File: src/rtl/sfm_pkg.sv
package sfm_pkg;

  localparam int unsigned MaxPatternLenDefault = 16;
  localparam int unsigned MaxTextLenDefault    = 65535;

  localparam int unsigned PatBytes  = 16;
  localparam int unsigned LenW      = 5;
  localparam int unsigned CountW    = 16;
  localparam int unsigned CfgIndexW = 2;
  localparam int unsigned CfgDataW  = 64;

  typedef enum logic [CfgIndexW-1:0] {
    CFG_PATTERN_LENGTH = 2'd0,
    CFG_PATTERN_LOWER  = 2'd1,
    CFG_PATTERN_UPPER  = 2'd2
  } cfg_reg_e;

  typedef struct packed {
    logic [7:0] text_byte;
    logic       last_byte;
  } text_item_t;

  typedef struct packed {
    logic              found;
    logic [CountW-1:0] match_start;
  } match_item_t;

endpackage

File: src/rtl/substring_first_match_core.sv
// Channel | Direction | Handshake                | Item
// in      | input     | in_valid_i / in_stall_o  | in_item_i  (text_item_t)
// out     | output    | out_valid_o / out_stall_i| out_item_o (match_item_t)
// cfg     | input     | cfg_valid_i / cfg_ready_o| cfg_index_i, cfg_data_i
//
// One item per cycle unless stalled; path is input register, then result register.
// The window compare against the pattern is combinational between the two registers.
// Reset clears text state and sets pattern length 1, pattern bytes zero.
// out_stall_i with both registers full stalls the input in the same cycle.
// cfg_ready_o is always high; write configuration only while idle.
module substring_first_match_core
  import sfm_pkg::*;
#(
  parameter int unsigned MAX_PATTERN_LEN = MaxPatternLenDefault,
  parameter int unsigned MAX_TEXT_LEN    = MaxTextLenDefault
) (
  input  logic                 clk_i,
  input  logic                 rst_ni,
  input  logic                 in_valid_i,
  output logic                 in_stall_o,
  input  text_item_t           in_item_i,
  output logic                 out_valid_o,
  input  logic                 out_stall_i,
  output match_item_t          out_item_o,
  input  logic                 cfg_valid_i,
  output logic                 cfg_ready_o,
  input  logic [CfgIndexW-1:0] cfg_index_i,
  input  logic [CfgDataW-1:0]  cfg_data_i
);

  localparam logic [CountW-1:0] TextMax = CountW'(MAX_TEXT_LEN);
  localparam logic [LenW-1:0]   LenMax  = LenW'(MAX_PATTERN_LEN);

  logic [LenW-1:0]     len_raw_q;
  logic [CfgDataW-1:0] pat_lower_q, pat_upper_q;

  logic        s1_valid_q;
  text_item_t  s1_item_q;
  logic        advance;

  logic [7:0]        win_q [MAX_PATTERN_LEN];
  logic [7:0]        win_d [MAX_PATTERN_LEN];
  logic [CountW-1:0] cnt_q, cnt_d;
  logic              rep_q, rep_d;

  logic        out_valid_q;
  match_item_t out_item_q;
  logic        res_valid;
  match_item_t res_item;

  logic [7:0]      pat [PatBytes];
  logic [LenW-1:0] len_eff;
  logic [LenW-1:0] pidx;
  logic            in_range;
  logic            hit;

  assign cfg_ready_o = 1'b1;

  always_ff @(posedge clk_i or negedge rst_ni) begin
    if (!rst_ni) begin
      len_raw_q   <= LenW'(1);
      pat_lower_q <= '0;
      pat_upper_q <= '0;
    end else if (cfg_valid_i) begin
      case (cfg_reg_e'(cfg_index_i))
        CFG_PATTERN_LENGTH: len_raw_q   <= cfg_data_i[LenW-1:0];
        CFG_PATTERN_LOWER:  pat_lower_q <= cfg_data_i;
        CFG_PATTERN_UPPER:  pat_upper_q <= cfg_data_i;
        default: ;
      endcase
    end
  end

  always_comb begin
    for (int k = 0; k < PatBytes; k++) begin
      if (k < 8) begin
        pat[k] = pat_lower_q[8*k +: 8];
      end else begin
        pat[k] = pat_upper_q[8*(k-8) +: 8];
      end
    end
    if (len_raw_q == '0) begin
      len_eff = LenW'(1);
    end else if (len_raw_q > LenMax) begin
      len_eff = LenMax;
    end else begin
      len_eff = len_raw_q;
    end
  end

  assign advance    = s1_valid_q && (!out_valid_q || !out_stall_i);
  assign in_stall_o = s1_valid_q && !advance;

  always_ff @(posedge clk_i or negedge rst_ni) begin
    if (!rst_ni) begin
      s1_valid_q <= 1'b0;
    end else if (!in_stall_o) begin
      s1_valid_q <= in_valid_i;
    end
  end

  always_ff @(posedge clk_i) begin
    if (!in_stall_o && in_valid_i) begin
      s1_item_q <= in_item_i;
    end
  end

  always_comb begin
    in_range = cnt_q < TextMax;
    win_d[0] = s1_item_q.text_byte;
    for (int j = 1; j < MAX_PATTERN_LEN; j++) begin
      win_d[j] = win_q[j-1];
    end
    cnt_d = cnt_q + CountW'(1);
    hit   = !rep_q && in_range && (cnt_d >= CountW'(len_eff));
    pidx  = '0;
    for (int j = 0; j < MAX_PATTERN_LEN; j++) begin
      if (LenW'(j) < len_eff) begin
        pidx = len_eff - LenW'(1) - LenW'(j);
        if (win_d[j] != pat[pidx[3:0]]) begin
          hit = 1'b0;
        end
      end
    end
    res_valid            = hit || (s1_item_q.last_byte && !rep_q);
    res_item.found       = hit;
    res_item.match_start = hit ? (cnt_d - CountW'(len_eff) + CountW'(1)) : '0;
    rep_d                = rep_q || hit;
  end

  always_ff @(posedge clk_i or negedge rst_ni) begin
    if (!rst_ni) begin
      cnt_q <= '0;
      rep_q <= 1'b0;
    end else if (advance) begin
      if (s1_item_q.last_byte) begin
        cnt_q <= '0;
        rep_q <= 1'b0;
      end else begin
        if (in_range) begin
          cnt_q <= cnt_d;
        end
        rep_q <= rep_d;
      end
    end
  end

  always_ff @(posedge clk_i) begin
    if (advance && in_range) begin
      for (int j = 0; j < MAX_PATTERN_LEN; j++) begin
        win_q[j] <= win_d[j];
      end
    end
  end

  always_ff @(posedge clk_i or negedge rst_ni) begin
    if (!rst_ni) begin
      out_valid_q <= 1'b0;
    end else if (advance) begin
      out_valid_q <= res_valid;
    end else if (!out_stall_i) begin
      out_valid_q <= 1'b0;
    end
  end

  always_ff @(posedge clk_i) begin
    if (advance) begin
      out_item_q <= res_item;
    end
  end

  assign out_valid_o = out_valid_q;
  assign out_item_o  = out_item_q;

`ifndef SYNTHESIS
  a_notfound_zero: assert property (@(posedge clk_i) disable iff (!rst_ni)
    out_valid_o && !out_item_o.found |-> out_item_o.match_start == '0)
    else $error("not-found item with nonzero start");

  a_found_nonzero: assert property (@(posedge clk_i) disable iff (!rst_ni)
    out_valid_o && out_item_o.found |-> out_item_o.match_start != '0)
    else $error("found item with zero start");

  a_last_clears: assert property (@(posedge clk_i) disable iff (!rst_ni)
    advance && s1_item_q.last_byte |=> cnt_q == '0 && !rep_q)
    else $error("text state not cleared after last byte");

  a_rep_counted: assert property (@(posedge clk_i) disable iff (!rst_ni)
    rep_q |-> cnt_q != '0)
    else $error("match reported with empty count");

  a_stall_full: assert property (@(posedge clk_i) disable iff (!rst_ni)
    in_stall_o |-> s1_valid_q && out_valid_q && out_stall_i)
    else $error("input stalled without a full pipeline");
`endif

endmodule

File: config.mk
export PLATFORM = sky130hd
export DESIGN_NAME = substring_first_match_core
export DESIGN_NICKNAME = d
export VERILOG_FILES = /design/src/rtl/sfm_pkg.sv /design/src/rtl/substring_first_match_core.sv
export SDC_FILE = /design/constraint.sdc
export NUM_CORES = 1
export LEC_CHECK = 0
export ABC_CLOCK_PERIOD_IN_PS = 20600
export BUFFER_PORTS_ARGS = -buffer_cell sky130_fd_sc_hd__buf_2
export CAP_MARGIN = 5
export CELL_PAD_IN_SITES_DETAIL_PLACEMENT = 1
export CELL_PAD_IN_SITES_GLOBAL_PLACEMENT = 2
export CORE_MARGIN = 2
export CORE_UTILIZATION = 50
export CTS_BUF_LIST = sky130_fd_sc_hd__clkbuf_2
export DETAILED_ROUTE_END_ITERATION = 12
export PLACE_DENSITY_LB_ADDON = 0.15
export SETUP_SLACK_MARGIN = 0.1
export SYNTH_ARGS = -nofsm -noshare
export SYNTH_HDL_FRONTEND = slang
export SYNTH_SLANG_ARGS = --single-unit
File: constraint.sdc
create_clock -name clk_i -period 20.6 [get_ports clk_i]
set_input_delay 4.12 -clock clk_i [delete_from_list [all_inputs] [get_ports clk_i]]
set_output_delay 4.12 -clock clk_i [all_outputs]
set_load 0.005 [all_outputs]
==> out/qor_table.md, run 1 <==
| Group | Parameter | Value |
|:---|:---|:---|
| synthesis | Sequential share of the synthesized area | 0.424 |
| timing | Maximum frequency from static timing analysis | 116 MHz |
| synthesis | Leading post-synthesis cells by cell area | sky130_fd_sc_hd__mux4_2 24%, sky130_fd_sc_hd__edfxtp_1 23%, sky130_fd_sc_hd__dfrtp_1 20% |
| synthesis | Number of flip-flops and latches in the synthesized netlist | 298 |
| setup path | Delay contributed by the slowest stage of the critical path | 0.12 ns |
| synthesis | Synth area leader | sky130_fd_sc_hd__mux4_2 |
| timing | Final Hold Violating Endpoints | 0 |
| clock tree | Hold buffers post-CTS | 0 |
| setup path | CP arrival | 4.53 ns |
| clock tree | Sink count of the clock tree | 298 |
| clock tree | Clock-pin transition on the worst setup and hold timing paths | 0.11 ns |
| timing | Slew at the pin with the worst max-slew slack | 1.28 ns |
| global route | Antenna violations before repair | 1 |
| timing | Final setup vio count | 0 |
| die | Chip Width | 201 µm |
| detailed routing | Count of TritonRoute iterations in the first routing pass | 5 |
| synthesis | Post-synth top flop | sky130_fd_sc_hd__dfrtp_1 |
| timing | Slew Limit Headroom | 0.146 |
| job | Max_cap viols | 0 |
| synthesis | Synth Instances | 1372 |
| synthesis | Netlist area before placement | 0.0193 mm² |
| synthesis | Number of distinct library cells after synthesis | 67 |
| placement | Detail Placement HPWL | 45.5 mm |
| cells and area | Design Area, Final | 0.0212 mm² |
| detailed routing | Number of nets with antenna violations after routing | 0 |
| cells and area | Growth of design area from synthesis to finish | 9.55% |
| synthesis | Count of flip-flops with a built-in enable after synthesis | 146 |
| clock tree | Bufs on Longest Clock Path | 3 |
| hold path | Min-delay worst type | flop to flop |
| setup path | Crit path kind | primary input to primary output |
| setup path | Maximum fanout encountered on the critical timing path | 3 |
| clock tree | Buffers inserted during post-CTS setup optimization | 0 |
| setup path | Top cell by count, worst path | sky130_fd_sc_hd__buf_2 |
| timing | Worst clock skew | 0.0986 ns |
| pwr | Leakage power | 8.11 nW |
| clock tree | Insertion delay of the later-clocked pin in the worst-skew pair | 1.09 ns |
| global route | First-pass GRT wire length | 91.3 mm |
| global route | Total Routing Usage GR | 0.308 |
| die | Row cnt | 72 |
| setup path | List of cells traversed by the critical path | buf_2 > nand3_1 > inv_1 > buf_2 |
| global route | Pin count of the biggest net entering global routing | 81 |
| timing | Ratio of final minimum period to clock period | 0.420 |
| die | Starting Density | 0.504 |
| timing | Final number of max-transition violations | 0 |
| detailed routing | Vias per std cell | 6.74 |
| detailed routing | Routed Wire Length | 61.0 mm |
| clock tree | Clock tree from TritonCTS | done |
| global route | Grt total ovfl | 0 |
| clock tree | TritonCTS Buffers | 81 |
| global route | Vias in the first global route | 14000 |
| placement | Port Buffer Count | 98 |
| synthesis | Total nets after synthesis | 1495 |
| die | Boundary Pins | 100 |
| setup path | Slowest cell on crit path | sky130_fd_sc_hd__nand3_1 |
| setup path | Sort of element at the end of the critical path | primary output |
| setup path | Startpoint kind of the worst setup timing path | primary input |
| hold path | Cell depth of the worst min-delay path | 0 |
| clock tree | Root buffer selected by CTS | sky130_fd_sc_hd__clkbuf_2 |
| timing | Final critical delay including setup and external delays | 8.65 ns |
| detailed routing | Violation count after the first detailed-route iteration | 1691 |
| pwr | Post-route total power | 3.09 mW |
| placement | Number of instances in the placed design | 1933 |
| setup path | Worst path required time | 16.48 ns |
| die | Placeable core region | 0.0384 mm² |
| detailed routing | DRC violations left | 0 |
| placement | Final estimated routing congestion in global placement | 0.939 |
| clock tree | Number of instances resized during post-cts repair | 0 |
| die | Area enclosed by the die boundary | 0.0402 mm² |
| synthesis | Yosys warns | 0 |
| timing | Setup TNS Final | 0 ns |
| synthesis | Fraction of synthesized cell area taken by the top area cell type | 0.245 |
| detailed routing | Routed wire length per instance | 29.4 µm |
| synthesis | Share of synthesized flip-flops with an asynchronous set or reset | 0.510 |
| setup path | Cell depth of the worst flop-to-flop path | 19 |
| die | Vertical die dimension | 201 µm |
| outcome | Outcome | complete, no violations |
| pwr | Power per cell area | 146 mW/mm² |
| pwr | Max rail drop VDD | 0.0716 mV |
| cells and area | Final non-filler cell total | 2077 |
| cells and area | Share of layout cells above drive strength 1 | 0.405 |
| timing | Setup repair after global routing missed its margin | false |
| clock tree | H-Tree Level Count | 3 |
| placement | Total cell area at the placement stage | 0.0204 mm² |
| cells and area | Layout net count | 1621 |
| detailed routing | Routed via count | 14000 |
| synthesis | Syn Area/Cell | 14.1 µm² |
synth_stat cells (3+ instances only):
library cell               count
sky130_fd_sc_hd__edfxtp_1    146
sky130_fd_sc_hd__buf_1         7
sky130_fd_sc_hd__a22oi_1      48
sky130_fd_sc_hd__a21oi_1      21
sky130_fd_sc_hd__nor3_2        9
sky130_fd_sc_hd__inv_2         4
sky130_fd_sc_hd__and3_1        3
sky130_fd_sc_hd__a21o_1        4
sky130_fd_sc_hd__buf_4         3
sky130_fd_sc_hd__mux2_2      131
sky130_fd_sc_hd__a21boi_0      3
sky130_fd_sc_hd__a22o_1        5
sky130_fd_sc_hd__xor2_1       86
sky130_fd_sc_hd__buf_2        11
sky130_fd_sc_hd__o22ai_1       3
sky130_fd_sc_hd__o21bai_1      9
sky130_fd_sc_hd__dfrtp_1     151
sky130_fd_sc_hd__nand3_1      65
sky130_fd_sc_hd__a31o_2        5
sky130_fd_sc_hd__nor3b_1       6
sky130_fd_sc_hd__nand2b_1      6
sky130_fd_sc_hd__clkinv_1      3
sky130_fd_sc_hd__xnor2_1      65
sky130_fd_sc_hd__nor3_1       15
sky130_fd_sc_hd__a211oi_1      3
sky130_fd_sc_hd__nand2_1      60
sky130_fd_sc_hd__ha_1         41
sky130_fd_sc_hd__nor4_1       18
sky130_fd_sc_hd__nor2_1       19
sky130_fd_sc_hd__mux2i_1      11
sky130_fd_sc_hd__nand4_1      42
sky130_fd_sc_hd__mux4_2      210
sky130_fd_sc_hd__a221oi_1      4
sky130_fd_sc_hd__o21ai_0      23
sky130_fd_sc_hd__clkbuf_1     62
sky130_fd_sc_hd__inv_1        28
cells by family after synthesis:
kind of cell | after synthesis | share of synthesized area
multiplexers | 352 | 0.327
other | 1 | 0.000194
AO/OA/AOI/OAI | 147 | 0.0537
flip-flops | 298 | 0.424
XOR/XNOR | 151 | 0.0684
adder cells (fa/ha/maj) | 43 | 0.0286
buffers and inverters | 120 | 0.0254
AND/OR/NAND/NOR | 260 | 0.0730
routing by layer:
metal	GRT usage	vias up	share of wire	routed length, µm
met5	0	-	0	0
met4	0.113	0	0.031	1920
met3	0.0680	92	0.10	6110
met2	0.466	710	0.46	27900
met1	0.442	7400	0.41	25100
li1	-	5799	-	-
where the power goes:
part / switching (mW) / internal, mW
logic: 1.01 / 0.810
registers: 0.0948 / 0.712
clock network: 0.271 / 0.190
worst max-delay path, delay by kind of cell:
| family | cells | cell delay [ns] |
|---|---|---|
| buffers and inverters | 3 | 0.29 |
| and+or+nand+nor | 1 | 0.12 |
stage by stage:
step	hold WS, ns	worst slack (ns)	util
final	0.398	11.95	0.552
after global routing	0.408	11.89	0.552
after CTS	0.387	11.95	0.551
after detailed placement	0.457	11.95	0.531
after global placement	0.450	11.98	0.531
after floorplan	0.448	9.85	-
final cells by class:
| cell class | count | area (µm²) |
|---|---|---|
| clock buffer | 117 | 586 |
| timing repair buffer | 128 | 722 |
| inverter | 35 | 134 |
| multi-input combinational | 954 | 10700 |
| clock inverter | 24 | 184 |
| antenna | 3 | 7.51 |
| tap | 518 | 648 |
| sequential | 298 | 8190 |
| fill | 3904 | 17200 |
worst paths after layout:
| check | from | end | slack, ns |
|---|---|---|---|
| min | win_q[0][24]$_DFFE_PP_ | win_q[0][32]$_DFFE_PP_ | 0.40 |
| max reg2reg | len_raw_q[4]$_DFFE_PN0P_ | out_item_o[15]$_SDFFCE_PN0P_ | 13.14 |
| max in group asynchronous | rst_ni | pat_lower_q[9]$_DFFE_PN0P_ | 15.94 |
| min in group asynchronous | rst_ni | cnt_q[0]$_DFFE_PN0P_ | 3.10 |
| max | out_stall_i | in_stall_o | 11.95 |
| min reg2reg | win_q[0][24]$_DFFE_PP_ | win_q[0][32]$_DFFE_PP_ | 0.40 |
layout by cell type, fill, tap and decap left out, types with 15 or more instances in the layout:
| master | netlist | layout |
|---|---|---|
| sky130_fd_sc_hd__a22oi_1 | 48 | 48 |
| sky130_fd_sc_hd__a21oi_1 | 21 | 20 |
| sky130_fd_sc_hd__mux4_2 | 210 | 210 |
| sky130_fd_sc_hd__inv_1 | 28 | 28 |
| sky130_fd_sc_hd__nand3_1 | 65 | 65 |
| sky130_fd_sc_hd__dfrtp_1 | 151 | 151 |
| sky130_fd_sc_hd__nor3_1 | 15 | 15 |
| sky130_fd_sc_hd__clkinv_1 | 3 | 18 |
| sky130_fd_sc_hd__buf_2 | 11 | 97 |
| sky130_fd_sc_hd__xor2_1 | 86 | 85 |
| sky130_fd_sc_hd__buf_4 | 3 | 30 |
| sky130_fd_sc_hd__clkbuf_2 | 0 | 117 |
| sky130_fd_sc_hd__ha_1 | 41 | 41 |
| sky130_fd_sc_hd__edfxtp_1 | 146 | 146 |
| sky130_fd_sc_hd__nor4_1 | 18 | 18 |
| sky130_fd_sc_hd__mux2_2 | 131 | 131 |
| sky130_fd_sc_hd__nor2_1 | 19 | 17 |
| sky130_fd_sc_hd__nand2_1 | 60 | 60 |
| sky130_fd_sc_hd__nand4_1 | 42 | 42 |
| sky130_fd_sc_hd__xnor2_1 | 65 | 63 |
| sky130_fd_sc_hd__o21ai_0 | 23 | 23 |
sequential cells by signal (all words and copies together), names as in the netlist, 5 cells and up:
| signal | flops |
|---|---|
| len_raw_q | 5 |
| s1_item_q | 9 |
| out_item_o | 17 |
| cnt_q | 16 |
| win_q | 120 |
| pat_lower_q | 64 |
| pat_upper_q | 64 |
Power figures use the tool's default switching activity.
==> run 2, diff against run 1 <==
--- a/config.mk
+++ b/config.mk
@@ -5,13 +5,13 @@
 export SDC_FILE = /design/constraint.sdc
 export NUM_CORES = 1
 export LEC_CHECK = 0
-export ABC_CLOCK_PERIOD_IN_PS = 20600
+export ABC_CLOCK_PERIOD_IN_PS = 7000
 export BUFFER_PORTS_ARGS = -buffer_cell sky130_fd_sc_hd__buf_2
 export CAP_MARGIN = 5
 export CELL_PAD_IN_SITES_DETAIL_PLACEMENT = 1
 export CELL_PAD_IN_SITES_GLOBAL_PLACEMENT = 2
 export CORE_MARGIN = 2
-export CORE_UTILIZATION = 50
+export CORE_UTILIZATION = 42
 export CTS_BUF_LIST = sky130_fd_sc_hd__clkbuf_2
 export DETAILED_ROUTE_END_ITERATION = 12
 export PLACE_DENSITY_LB_ADDON = 0.15
==> constraint.sdc (replaced) <==
create_clock -name clk_i -period 7 [get_ports clk_i]
set_input_delay 1.4 -clock clk_i [delete_from_list [all_inputs] [get_ports clk_i]]
set_output_delay 1.4 -clock clk_i [all_outputs]
set_load 0.005 [all_outputs]
==> out/qor_table.md, run 2 (synthesized netlist as in run 1, its figures left out) <==
| Group | Parameter | Value | Delta |
|:---|:---|:---|:---|
| outcome | Outcome | complete, no violations | unchanged |
| global route | Grt total ovfl | 0 | unchanged |
| setup path | Worst reg2reg endpoint | out_item_o[15]$_SDFFCE_PN0P_ | unchanged |
| timing | Setup TNS Final | 0 ns | unchanged |
| global route | Total Routing Usage GR | 0.277 | was 0.308 |
| placement | Total cell area at the placement stage | 0.0205 mm² | was 0.0204 mm² |
| die | Vertical die dimension | 218 µm | was 201 µm |
| timing | Final setup vio count | 0 | unchanged |
| die | Chip Width | 218 µm | was 201 µm |
| setup path | Capturing instance or port of the critical path | out_item_o[15]$_SDFFCE_PN0P_ | was in_stall_o |
| timing | Final critical delay including setup and external delays | 6.34 ns |  |
| timing | Slew Limit Headroom | 0.252 | was 0.146 |
| clock tree | Number of instances resized during post-cts repair | 0 | unchanged |
| detailed routing | Violation count after the first detailed-route iteration | 1122 | was 1691 |
| cells and area | Most frequent cells in the layout | 210 x sky130_fd_sc_hd__mux4_2, 151 x sky130_fd_sc_hd__dfrtp_1, 146 x sky130_fd_sc_hd__edfxtp_1, 131 x sky130_fd_sc_hd__mux2_2, 128 x sky130_fd_sc_hd__clkbuf_2 | was 210 x sky130_fd_sc_hd__mux4_2, 151 x sky130_fd_sc_hd__dfrtp_1, 146 x sky130_fd_sc_hd__edfxtp_1, 131 x sky130_fd_sc_hd__mux2_2, 117 x sky130_fd_sc_hd__clkbuf_2 |
| clock tree | Clock-pin transition on the worst setup and hold timing paths | 0.10 ns | was 0.11 ns |
| pwr | Max rail drop VDD | 0.238 mV | was 0.0716 mV |
| detailed routing | Count of TritonRoute iterations in the first routing pass | 5 | unchanged |
| detailed routing | Number of nets with antenna violations after routing | 0 | unchanged |
| clock tree | H-Tree Level Count | 3 | unchanged |
| timing | Final number of max-transition violations | 0 | unchanged |
| job | Max_cap viols | 0 | unchanged |
| pwr | Power per cell area | 421 mW/mm² | was 146 mW/mm² |
| timing | Maximum frequency from static timing analysis | 158 MHz |  |
| setup path | Startpoint of the worst setup timing path | len_raw_q[4]$_DFFE_PN0P_ | was out_stall_i |
| setup path | Sort of element at the end of the critical path | flop | was primary output |
| timing | Ratio of final minimum period to clock period | 0.905 |  |
| die | Starting Density | 0.426 | was 0.504 |
| die | Placeable core region | 0.0454 mm² | was 0.0384 mm² |
| timing | Minimum hold slack | 0.437 ns | was 0.398 ns |
| placement | Port Buffer Count | 98 | unchanged |
| cells and area | Design Area, Final | 0.0213 mm² | was 0.0212 mm² |
| clock tree | Bufs on Longest Clock Path | 3 | unchanged |
| detailed routing | DRC violations left | 0 | unchanged |
| cells and area | Biggest register | win_q | unchanged |
| timing | Worst clock skew | 0.0657 ns | was 0.0986 ns |
| clock tree | Insertion delay of the later-clocked pin in the worst-skew pair | 1.08 ns | was 1.09 ns |
| setup path | Crit path kind | flop to flop | was primary input to primary output |
| setup path | Reg2reg setup slack | 0.66 ns | was 13.14 ns |
| setup path | Worst path required time | 7.86 ns | was 16.48 ns |
| cells and area | Share of layout cells above drive strength 1 | 0.409 | was 0.405 |
| timing | Final Hold Violating Endpoints | 0 | unchanged |
| global route | Pin count of the biggest net entering global routing | 88 | was 81 |
| setup path | Startpoint kind of the worst setup timing path | flop | was primary input |
| cells and area | Growth of design area from synthesis to finish | 10.3% | was 9.55% |
| cells and area | Layout net count | 1631 | was 1621 |
| clock tree | TritonCTS Buffers | 86 | was 81 |
| setup path | CP arrival | 7.19 ns | was 4.53 ns |
| detailed routing | Routed wire length per instance | 29.3 µm | was 29.4 µm |
| timing | Slew at the pin with the worst max-slew slack | 1.12 ns | was 1.28 ns |
| detailed routing | Vias per std cell | 6.31 | was 6.74 |
| timing | Setup repair after global routing missed its margin | false | unchanged |
| clock tree | Root buffer selected by CTS | sky130_fd_sc_hd__clkbuf_2 | unchanged |
| clock tree | Buffers inserted during post-CTS setup optimization | 0 | unchanged |
| cells and area | Multi-input combinational cell area | 0.0107 mm² | unchanged |
| setup path | Reg-to-reg startpoint | len_raw_q[4]$_DFFE_PN0P_ | unchanged |
| detailed routing | Routed Wire Length | 64.0 mm | was 61.0 mm |
| clock tree | Sink count of the clock tree | 298 | unchanged |
| cells and area | Top flop regs | win_q: 120 flops, pat_lower_q: 64 flops, pat_upper_q: 64 flops | unchanged |
| global route | Antenna violations before repair | 3 | was 1 |
| die | Boundary Pins | 100 | unchanged |
| global route | First-pass GRT wire length | 95.2 mm | was 91.3 mm |
| cells and area | Most common library cell in the layout ignoring fill and taps | sky130_fd_sc_hd__mux4_2 | unchanged |
| die | Area enclosed by the die boundary | 0.0477 mm² | was 0.0402 mm² |
| clock tree | Clock tree from TritonCTS | done | unchanged |
| detailed routing | Routed via count | 13800 | was 14000 |
| die | Row cnt | 78 | was 72 |
| setup path | Maximum fanout encountered on the critical timing path | 37 | was 3 |
| cells and area | Flip-flop count of the largest register, all copies and words added | 120 | unchanged |
| hold path | Min-delay worst type | primary input to asynchronous set/reset pin | was flop to flop |
| cells and area | Fill cells | 4692 | was 3904 |
| global route | Vias in the first global route | 14000 | about the same |
| clock tree | Hold buffers post-CTS | 0 | unchanged |
| pwr | Leakage power | 8.16 nW | was 8.11 nW |
| placement | Detail Placement HPWL | 49.4 mm | was 45.5 mm |
| setup path | Cell depth of the worst flop-to-flop path | 14 | was 19 |
| placement | Final estimated routing congestion in global placement | 0.931 | was 0.939 |
| cells and area | Sequential standard cell area | 0.00819 mm² | unchanged |
run 2: cell types whose count changed in the layout (fill, tap and decap cells not counted):
cell / previous run / this run
sky130_fd_sc_hd__inv_2: 4 / 5
sky130_fd_sc_hd__clkinv_2: 2 / 5
sky130_fd_sc_hd__clkbuf_2: 117 / 128
sky130_fd_sc_hd__buf_6: 1 / 2
sky130_fd_sc_hd__clkinv_1: 18 / 25
sky130_fd_sc_hd__clkinv_4: 1 / 0
sky130_fd_sc_hd__clkinvlp_4: 2 / 1
sky130_fd_sc_hd__bufinv_16: 3 / 0
sky130_fd_sc_hd__buf_4: 30 / 34
run 2: worst min path at each step:
stage                                       from                     endpoint  slack [ns]  depth (start not counted)
after detailed placement   win_q[1][5]$_DFFE_PP_       win_q[1][13]$_DFFE_PP_        0.46                          0
after floorplan            win_q[0][2]$_DFFE_PP_       win_q[0][10]$_DFFE_PP_        0.45                          0
after global routing                      rst_ni  pat_upper_q[56]$_DFFE_PN0P_        0.37                          1
final                                     rst_ni  pat_lower_q[56]$_DFFE_PN0P_        0.44                          1
after CTS                                 rst_ni  pat_lower_q[14]$_DFFE_PN0P_        0.36                          1
after global placement    win_q[1][21]$_DFFE_PP_       win_q[1][29]$_DFFE_PP_        0.45                          0
run 2: critical path: stages (launching register included):
cell and delay, ns:
sky130_fd_sc_hd__dfrtp_1 0.65, sky130_fd_sc_hd__or4_1 0.31, sky130_fd_sc_hd__nand2_8 0.19, sky130_fd_sc_hd__inv_4 0.10, sky130_fd_sc_hd__buf_4 0.51, sky130_fd_sc_hd__buf_6 0.51
sky130_fd_sc_hd__mux4_2 0.62, sky130_fd_sc_hd__mux4_2 0.51, sky130_fd_sc_hd__xor2_1 0.16, sky130_fd_sc_hd__nor4_1 0.59, sky130_fd_sc_hd__a22oi_1 0.25, sky130_fd_sc_hd__o32a_1 0.38
sky130_fd_sc_hd__a311oi_2 0.27, sky130_fd_sc_hd__nand4_2 0.60, sky130_fd_sc_hd__nor4_1 0.45
run 2: per-layer routing:
metal	wire length, µm	track usage	up-vias
li1	-	-	5824
met1	27000	0.375	7320
met2	30200	0.433	529
met3	5200	0.0791	98
met4	1640	0.0805	0
met5	0	0	-
run 2: final cells by class:
type	instances	area share
clock inverter	30	0.00575
timing repair buffer	133	0.0358
clock buffer	128	0.0301
inverter	35	0.00628
multi-input combinational	954	0.502
sequential	298	0.384
tap	600	0.0352
antenna	3	0.000352
run 2: per-stage QoR:
stage	setup slack [ns]	utilization	cells	power [mW]
3_5_place_dp	0.478	0.452	2020	7.65
2_1_floorplan	0.267	-	1372	5.92
5_1_grt	0.206	0.470	2181	9.44
6_report	0.665	0.470	2181	8.98
4_1_cts	0.454	0.469	2178	8.97
3_3_place_gp	0.604	0.452	2020	7.57
run 2: power breakdown:
| part | internal [mW] | switching [mW] |
|---|---|---|
| clock | 0.491 | 0.804 |
| combinational | 2.40 | 2.90 |
| sequential | 2.09 | 0.289 |
==> run 3, diff against run 2 <==
--- a/config.mk
+++ b/config.mk
@@ -5,13 +5,14 @@
 export SDC_FILE = /design/constraint.sdc
 export NUM_CORES = 1
 export LEC_CHECK = 0
+export ABC_AREA = 1
 export ABC_CLOCK_PERIOD_IN_PS = 7000
 export BUFFER_PORTS_ARGS = -buffer_cell sky130_fd_sc_hd__buf_2
 export CAP_MARGIN = 5
 export CELL_PAD_IN_SITES_DETAIL_PLACEMENT = 1
 export CELL_PAD_IN_SITES_GLOBAL_PLACEMENT = 2
 export CORE_MARGIN = 2
-export CORE_UTILIZATION = 42
+export CORE_UTILIZATION = 33
 export CTS_BUF_LIST = sky130_fd_sc_hd__clkbuf_2
 export DETAILED_ROUTE_END_ITERATION = 12
 export PLACE_DENSITY_LB_ADDON = 0.15
==> out/qor_table.md, run 3 <==
| Group | Parameter | Value | Delta |
|:---|:---|:---|:---|
| cells and area | Layout net count | 3439 | was 1631 |
| detailed routing | Routed wire length per instance | 24.5 µm | was 29.3 µm |
| synthesis | Share of synthesized flip-flops with an asynchronous set or reset | 0.510 | unchanged |
| clock tree | Hold buffers post-CTS | 0 | unchanged |
| pwr | Post-route total power | 9.37 mW | was 8.98 mW |
| setup path | Sort of element at the end of the critical path | flop | unchanged |
| detailed routing | Vias per std cell | 5.42 | was 6.31 |
| cells and area | Share of layout cells above drive strength 1 | 0.0868 | was 0.409 |
| detailed routing | Routed Wire Length | 104 mm | was 64.0 mm |
| setup path | Top Family by Delay on Critical Path | simple AND/OR/NAND/NOR gates | unchanged |
| timing | Ratio of final minimum period to clock period | 0.849 | was 0.905 |
| clock tree | Insertion delay of the later-clocked pin in the worst-skew pair | 1.14 ns | was 1.08 ns |
| cells and area | Biggest register | win_q | unchanged |
| synthesis | Count of flip-flops with a built-in enable after synthesis | 146 | unchanged |
| timing | Final number of max-transition violations | 0 | unchanged |
| die | Area enclosed by the die boundary | 0.0675 mm² | was 0.0477 mm² |
| synthesis | Number of flip-flops and latches in the synthesized netlist | 298 | unchanged |
| clock tree | Clock-pin transition on the worst setup and hold timing paths | 0.11 ns | was 0.10 ns |
| synthesis | Number of distinct library cells after synthesis | 41 | was 67 |
| synthesis | Yosys warns | 0 | unchanged |
| clock tree | Buffers inserted during post-CTS setup optimization | 0 | unchanged |
| setup path | List of cells traversed by the critical path | inv_4 > nand2_2 > ha_1 > buf_4 > clkinv_1 > buf_4 > nand3_1 > and2_1 > nand2_1 > nand2_1 > nand2_1 > a21oi_1 > nand2_1 > nor2_1 > nand3_1 > nand2_1 > inv_2 > nor2_1 > nand2_2 > nor3b_1 | was or4_1 > nand2_8 > inv_4 > buf_4 > buf_6 > mux4_2 > mux4_2 > xor2_1 > nor4_1 > a22oi_1 > o32a_1 > a311oi_2 > nand4_2 > nor4_1 |
| synthesis | Synth Instances | 3263 | was 1372 |
| pwr | Max rail drop VDD | 0.176 mV | was 0.238 mV |
| timing | Setup TNS Final | 0 ns | unchanged |
| timing | Final critical delay including setup and external delays | 5.94 ns | was 6.34 ns |
| clock tree | Sink count of the clock tree | 298 | unchanged |
| setup path | Crit path kind | flop to flop | unchanged |
| cells and area | Top flop regs | win_q: 120 flops, pat_lower_q: 64 flops, pat_upper_q: 64 flops | unchanged |
| cells and area | Most frequent cells in the layout | 1259 x sky130_fd_sc_hd__nand2_1, 767 x sky130_fd_sc_hd__nand3_1, 309 x sky130_fd_sc_hd__inv_1, 151 x sky130_fd_sc_hd__dfrtp_1, 147 x sky130_fd_sc_hd__o21ai_0 | was 210 x sky130_fd_sc_hd__mux4_2, 151 x sky130_fd_sc_hd__dfrtp_1, 146 x sky130_fd_sc_hd__edfxtp_1, 131 x sky130_fd_sc_hd__mux2_2, 128 x sky130_fd_sc_hd__clkbuf_2 |
| cells and area | Most common library cell in the layout ignoring fill and taps | sky130_fd_sc_hd__nand2_1 | was sky130_fd_sc_hd__mux4_2 |
| synthesis | Fraction of synthesized cell area taken by the top area cell type | 0.219 | was 0.245 |
| detailed routing | Number of nets with antenna violations after routing | 0 | unchanged |
| synthesis | Netlist area before placement | 0.0216 mm² | was 0.0193 mm² |
| setup path | Top cell by count, worst path | sky130_fd_sc_hd__nand2_1 |  |
| detailed routing | Count of TritonRoute iterations in the first routing pass | 8 | was 5 |
| placement | Port Buffer Count | 98 | unchanged |
| synthesis | Most frequent cell after synthesis | sky130_fd_sc_hd__nand2_1 | was sky130_fd_sc_hd__mux4_2 |
| global route | Pin count of the biggest net entering global routing | 153 | was 88 |
| die | Vertical die dimension | 260 µm | was 218 µm |
| clock tree | Clock tree from TritonCTS | done | unchanged |
| placement | Final estimated routing congestion in global placement | 0.935 | was 0.931 |
| global route | First-pass GRT wire length | 154 mm | was 95.2 mm |
| placement | Total cell area at the placement stage | 0.0227 mm² | was 0.0205 mm² |
| outcome | Outcome | complete, no violations | unchanged |
| synthesis | Syn Area/Cell | 6.62 µm² | was 14.1 µm² |
| pwr | Internal Power | 4.15 mW | was 4.99 mW |
| cells and area | Flip-flop count of the largest register, all copies and words added | 120 | unchanged |
| timing | Slew Limit Headroom | 0.135 | was 0.252 |
| placement | Detail Placement HPWL | 80.5 mm | was 49.4 mm |
| timing | Slew at the pin with the worst max-slew slack | 1.30 ns | was 1.12 ns |
| clock tree | Bufs on Longest Clock Path | 3 | unchanged |
| synthesis | Most used standard cells in the synthesized netlist | 1259 x sky130_fd_sc_hd__nand2_1, 769 x sky130_fd_sc_hd__nand3_1, 309 x sky130_fd_sc_hd__inv_1 | was 210 x sky130_fd_sc_hd__mux4_2, 151 x sky130_fd_sc_hd__dfrtp_1, 146 x sky130_fd_sc_hd__edfxtp_1 |
| global route | Total Routing Usage GR | 0.311 | was 0.277 |
| job | Max_cap viols | 0 | unchanged |
| synthesis | Post-synth top flop | sky130_fd_sc_hd__dfrtp_1 | unchanged |
| clock tree | TritonCTS Buffers | 90 | was 86 |
| die | Chip Width | 260 µm | was 218 µm |
| clock tree | Root buffer selected by CTS | sky130_fd_sc_hd__clkbuf_2 | unchanged |
| timing | Worst clock skew | 0.104 ns | was 0.0657 ns |
| cells and area | Growth of design area from synthesis to finish | 9.17% | was 10.3% |
| synthesis | Sequential share of the synthesized area | 0.379 | was 0.424 |
| timing | Maximum frequency from static timing analysis | 168 MHz | was 158 MHz |
| clock tree | H-Tree Level Count | 3 | unchanged |
| pwr | Power per cell area | 397 mW/mm² | was 421 mW/mm² |
| synthesis | Total nets after synthesis | 3386 | was 1495 |
| global route | Antenna violations before repair | 7 | was 3 |
| cells and area | Design Area, Final | 0.0236 mm² | was 0.0213 mm² |
| setup path | Delay contributed by the slowest stage of the critical path | 0.69 ns | was 0.65 ns |
| global route | Grt total ovfl | 0 | unchanged |
| die | Boundary Pins | 100 | unchanged |
| setup path | Worst path required time | 7.94 ns | was 7.86 ns |
| detailed routing | Routed via count | 23000 | was 13800 |
| hold path | Min-delay worst type | primary input to flop | was primary input to asynchronous set/reset pin |
| setup path | CP arrival | 6.89 ns | was 7.19 ns |
| timing | Minimum setup slack in the final design | 1.06 ns | was 0.665 ns |
| detailed routing | Violation count after the first detailed-route iteration | 1565 | was 1122 |
| die | Row cnt | 93 | was 78 |
| pwr | Net switching power of the design | 5.22 mW | was 3.99 mW |
| pwr | Share of power burned in registers | 0.255 | was 0.265 |
| synthesis | Leading post-synthesis cells by cell area | sky130_fd_sc_hd__nand2_1 22%, sky130_fd_sc_hd__edfxtp_1 20%, sky130_fd_sc_hd__nand3_1 18% | was sky130_fd_sc_hd__mux4_2 24%, sky130_fd_sc_hd__edfxtp_1 23%, sky130_fd_sc_hd__dfrtp_1 20% |
| pwr | Switching share of power | 0.557 | was 0.445 |
| clock tree | Number of instances resized during post-cts repair | 0 | unchanged |
| die | Starting Density | 0.334 | was 0.426 |
| synthesis | Synth area leader | sky130_fd_sc_hd__nand2_1 | was sky130_fd_sc_hd__mux4_2 |
| setup path | Slowest cell on crit path | sky130_fd_sc_hd__clkinv_1 | was sky130_fd_sc_hd__dfrtp_1 |
| pwr | Part of the power in the clock network | 0.155 | was 0.144 |
| timing | Final setup vio count | 0 | unchanged |
| setup path | Maximum fanout encountered on the critical timing path | 42 | was 37 |
| placement | Post-placement setup slack | 1.20 ns | was 0.478 ns |
| timing | Setup repair after global routing missed its margin | false | unchanged |
| global route | Vias in the first global route | 23800 | was 14000 |
| pwr | Fraction of power consumed by combinational cells | 0.590 | about the same |
| timing | Final Hold Violating Endpoints | 0 | unchanged |
| pwr | Leakage power | 12.3 nW | was 8.16 nW |
| setup path | Startpoint kind of the worst setup timing path | flop | unchanged |
| detailed routing | DRC violations left | 0 | unchanged |
| setup path | Crit path buf inv count | 5 | was 3 |
| die | Placeable core region | 0.0646 mm² | was 0.0454 mm² |
[run 3: changes by cell type in the layout (fill, tap and decap cells not counted), moves of 53 or more]
cell,delta
sky130_fd_sc_hd__nor2_1,+62
sky130_fd_sc_hd__xnor2_1,-63
sky130_fd_sc_hd__nand2_1,+1199
sky130_fd_sc_hd__xor2_1,-53
sky130_fd_sc_hd__mux2_2,-131
sky130_fd_sc_hd__o21ai_0,+124
sky130_fd_sc_hd__inv_1,+281
sky130_fd_sc_hd__nand3b_1,+63
sky130_fd_sc_hd__nand3_1,+702
sky130_fd_sc_hd__mux4_2,-210
[run 3: cell type report]
cell class	instances	area, µm²
diodes	5	12.5
clock buffers	132	661
inverters	317	1190
repair buffers	125	724
fillers	8398	41000
well taps	855	1070
flip-flops and latches	298	8190
multi-input cells	2484	11500
clock inverters	30	180
[run 3: cell families (layout without fill, tap and decap cells)]
kind of cell,after synthesis,count (layout),share of synthesized area
XOR/XNOR,33,33,0.0137
AND/OR/NAND/NOR,2207,2207,0.444
flip-flops,298,298,0.379
adder cells (fa/ha/maj),43,43,0.0256
buffers and inverters,481,604,0.0893
AO/OA/AOI/OAI,200,200,0.0484
other,1,6,0.000174
[run 3: worst reg2reg max path, cell delays in order (launching register included)]
cell                       delay [ns]
sky130_fd_sc_hd__dfrtp_1         0.53
sky130_fd_sc_hd__inv_4           0.44
sky130_fd_sc_hd__nand2_2         0.52
sky130_fd_sc_hd__ha_1            0.46
sky130_fd_sc_hd__buf_4           0.44
sky130_fd_sc_hd__clkinv_1        0.71
sky130_fd_sc_hd__buf_4           0.46
sky130_fd_sc_hd__nand3_1         0.12
sky130_fd_sc_hd__and2_1          0.28
sky130_fd_sc_hd__nand2_1         0.12
sky130_fd_sc_hd__nand2_1         0.08
sky130_fd_sc_hd__nand2_1         0.05
sky130_fd_sc_hd__a21oi_1         0.35
sky130_fd_sc_hd__nand2_1         0.10
sky130_fd_sc_hd__nor2_1          0.21
sky130_fd_sc_hd__nand3_1         0.11
sky130_fd_sc_hd__nand2_1         0.08
sky130_fd_sc_hd__inv_2           0.04
sky130_fd_sc_hd__nor2_1          0.15
sky130_fd_sc_hd__nand2_2         0.27
sky130_fd_sc_hd__nor3b_1         0.28
[run 3: metal layers]
metal,wire [µm],GRT usage,vias to the layer above
met1,41900,0.361,11300
met3,4490,0.0468,244
met5,13,0,-
met2,49400,0.529,639
met4,8320,0.214,2
li1,-,-,10800
[run 3: path summary, 6_finish.rpt]
check | depth (start not counted) | slack [ns] | startpoint | end
min in group asynchronous | 1 | 0.44 | rst_ni | s1_valid_q$_DFFE_PN0N_
max in group asynchronous | 2 | 5.24 | rst_ni | pat_lower_q[40]$_DFFE_PN0P_
max | 20 | 1.06 | len_raw_q[4]$_DFFE_PN0P_ | out_item_o[3]$_SDFFCE_PN0P_
min | 1 | 0.40 | in_item_i[0] | s1_item_q[0]$_DFFE_PP_
max reg2reg | 20 | 1.06 | len_raw_q[4]$_DFFE_PN0P_ | out_item_o[3]$_SDFFCE_PN0P_
min reg2reg | 0 | 0.45 | win_q[0][32]$_DFFE_PP_ | win_q[0][40]$_DFFE_PP_
[run 3: through the flow]
stage / utilization / hold slack, ns / instances
2_1_floorplan: - / 0.441 / 3263
3_3_place_gp: 0.352 / 0.448 / 4079
6_report: 0.365 / 0.405 / 4246
4_1_cts: 0.365 / 0.281 / 4241
5_1_grt: 0.365 / 0.257 / 4246
3_5_place_dp: 0.352 / 0.466 / 4079
[run 3: power groups by stage]
| stage | clock network, mW | registers [mW] | logic, mW |
|---|---|---|---|
| floorplan | 0 | 2.28 | 3.57 |
| detailed placement | 0 | 2.42 | 5.49 |
| global placement | 0 | 2.42 | 5.37 |
| global route | 1.61 | 2.41 | 6.12 |
| finish | 1.46 | 2.39 | 5.53 |
| CTS | 1.52 | 2.39 | 5.51 |
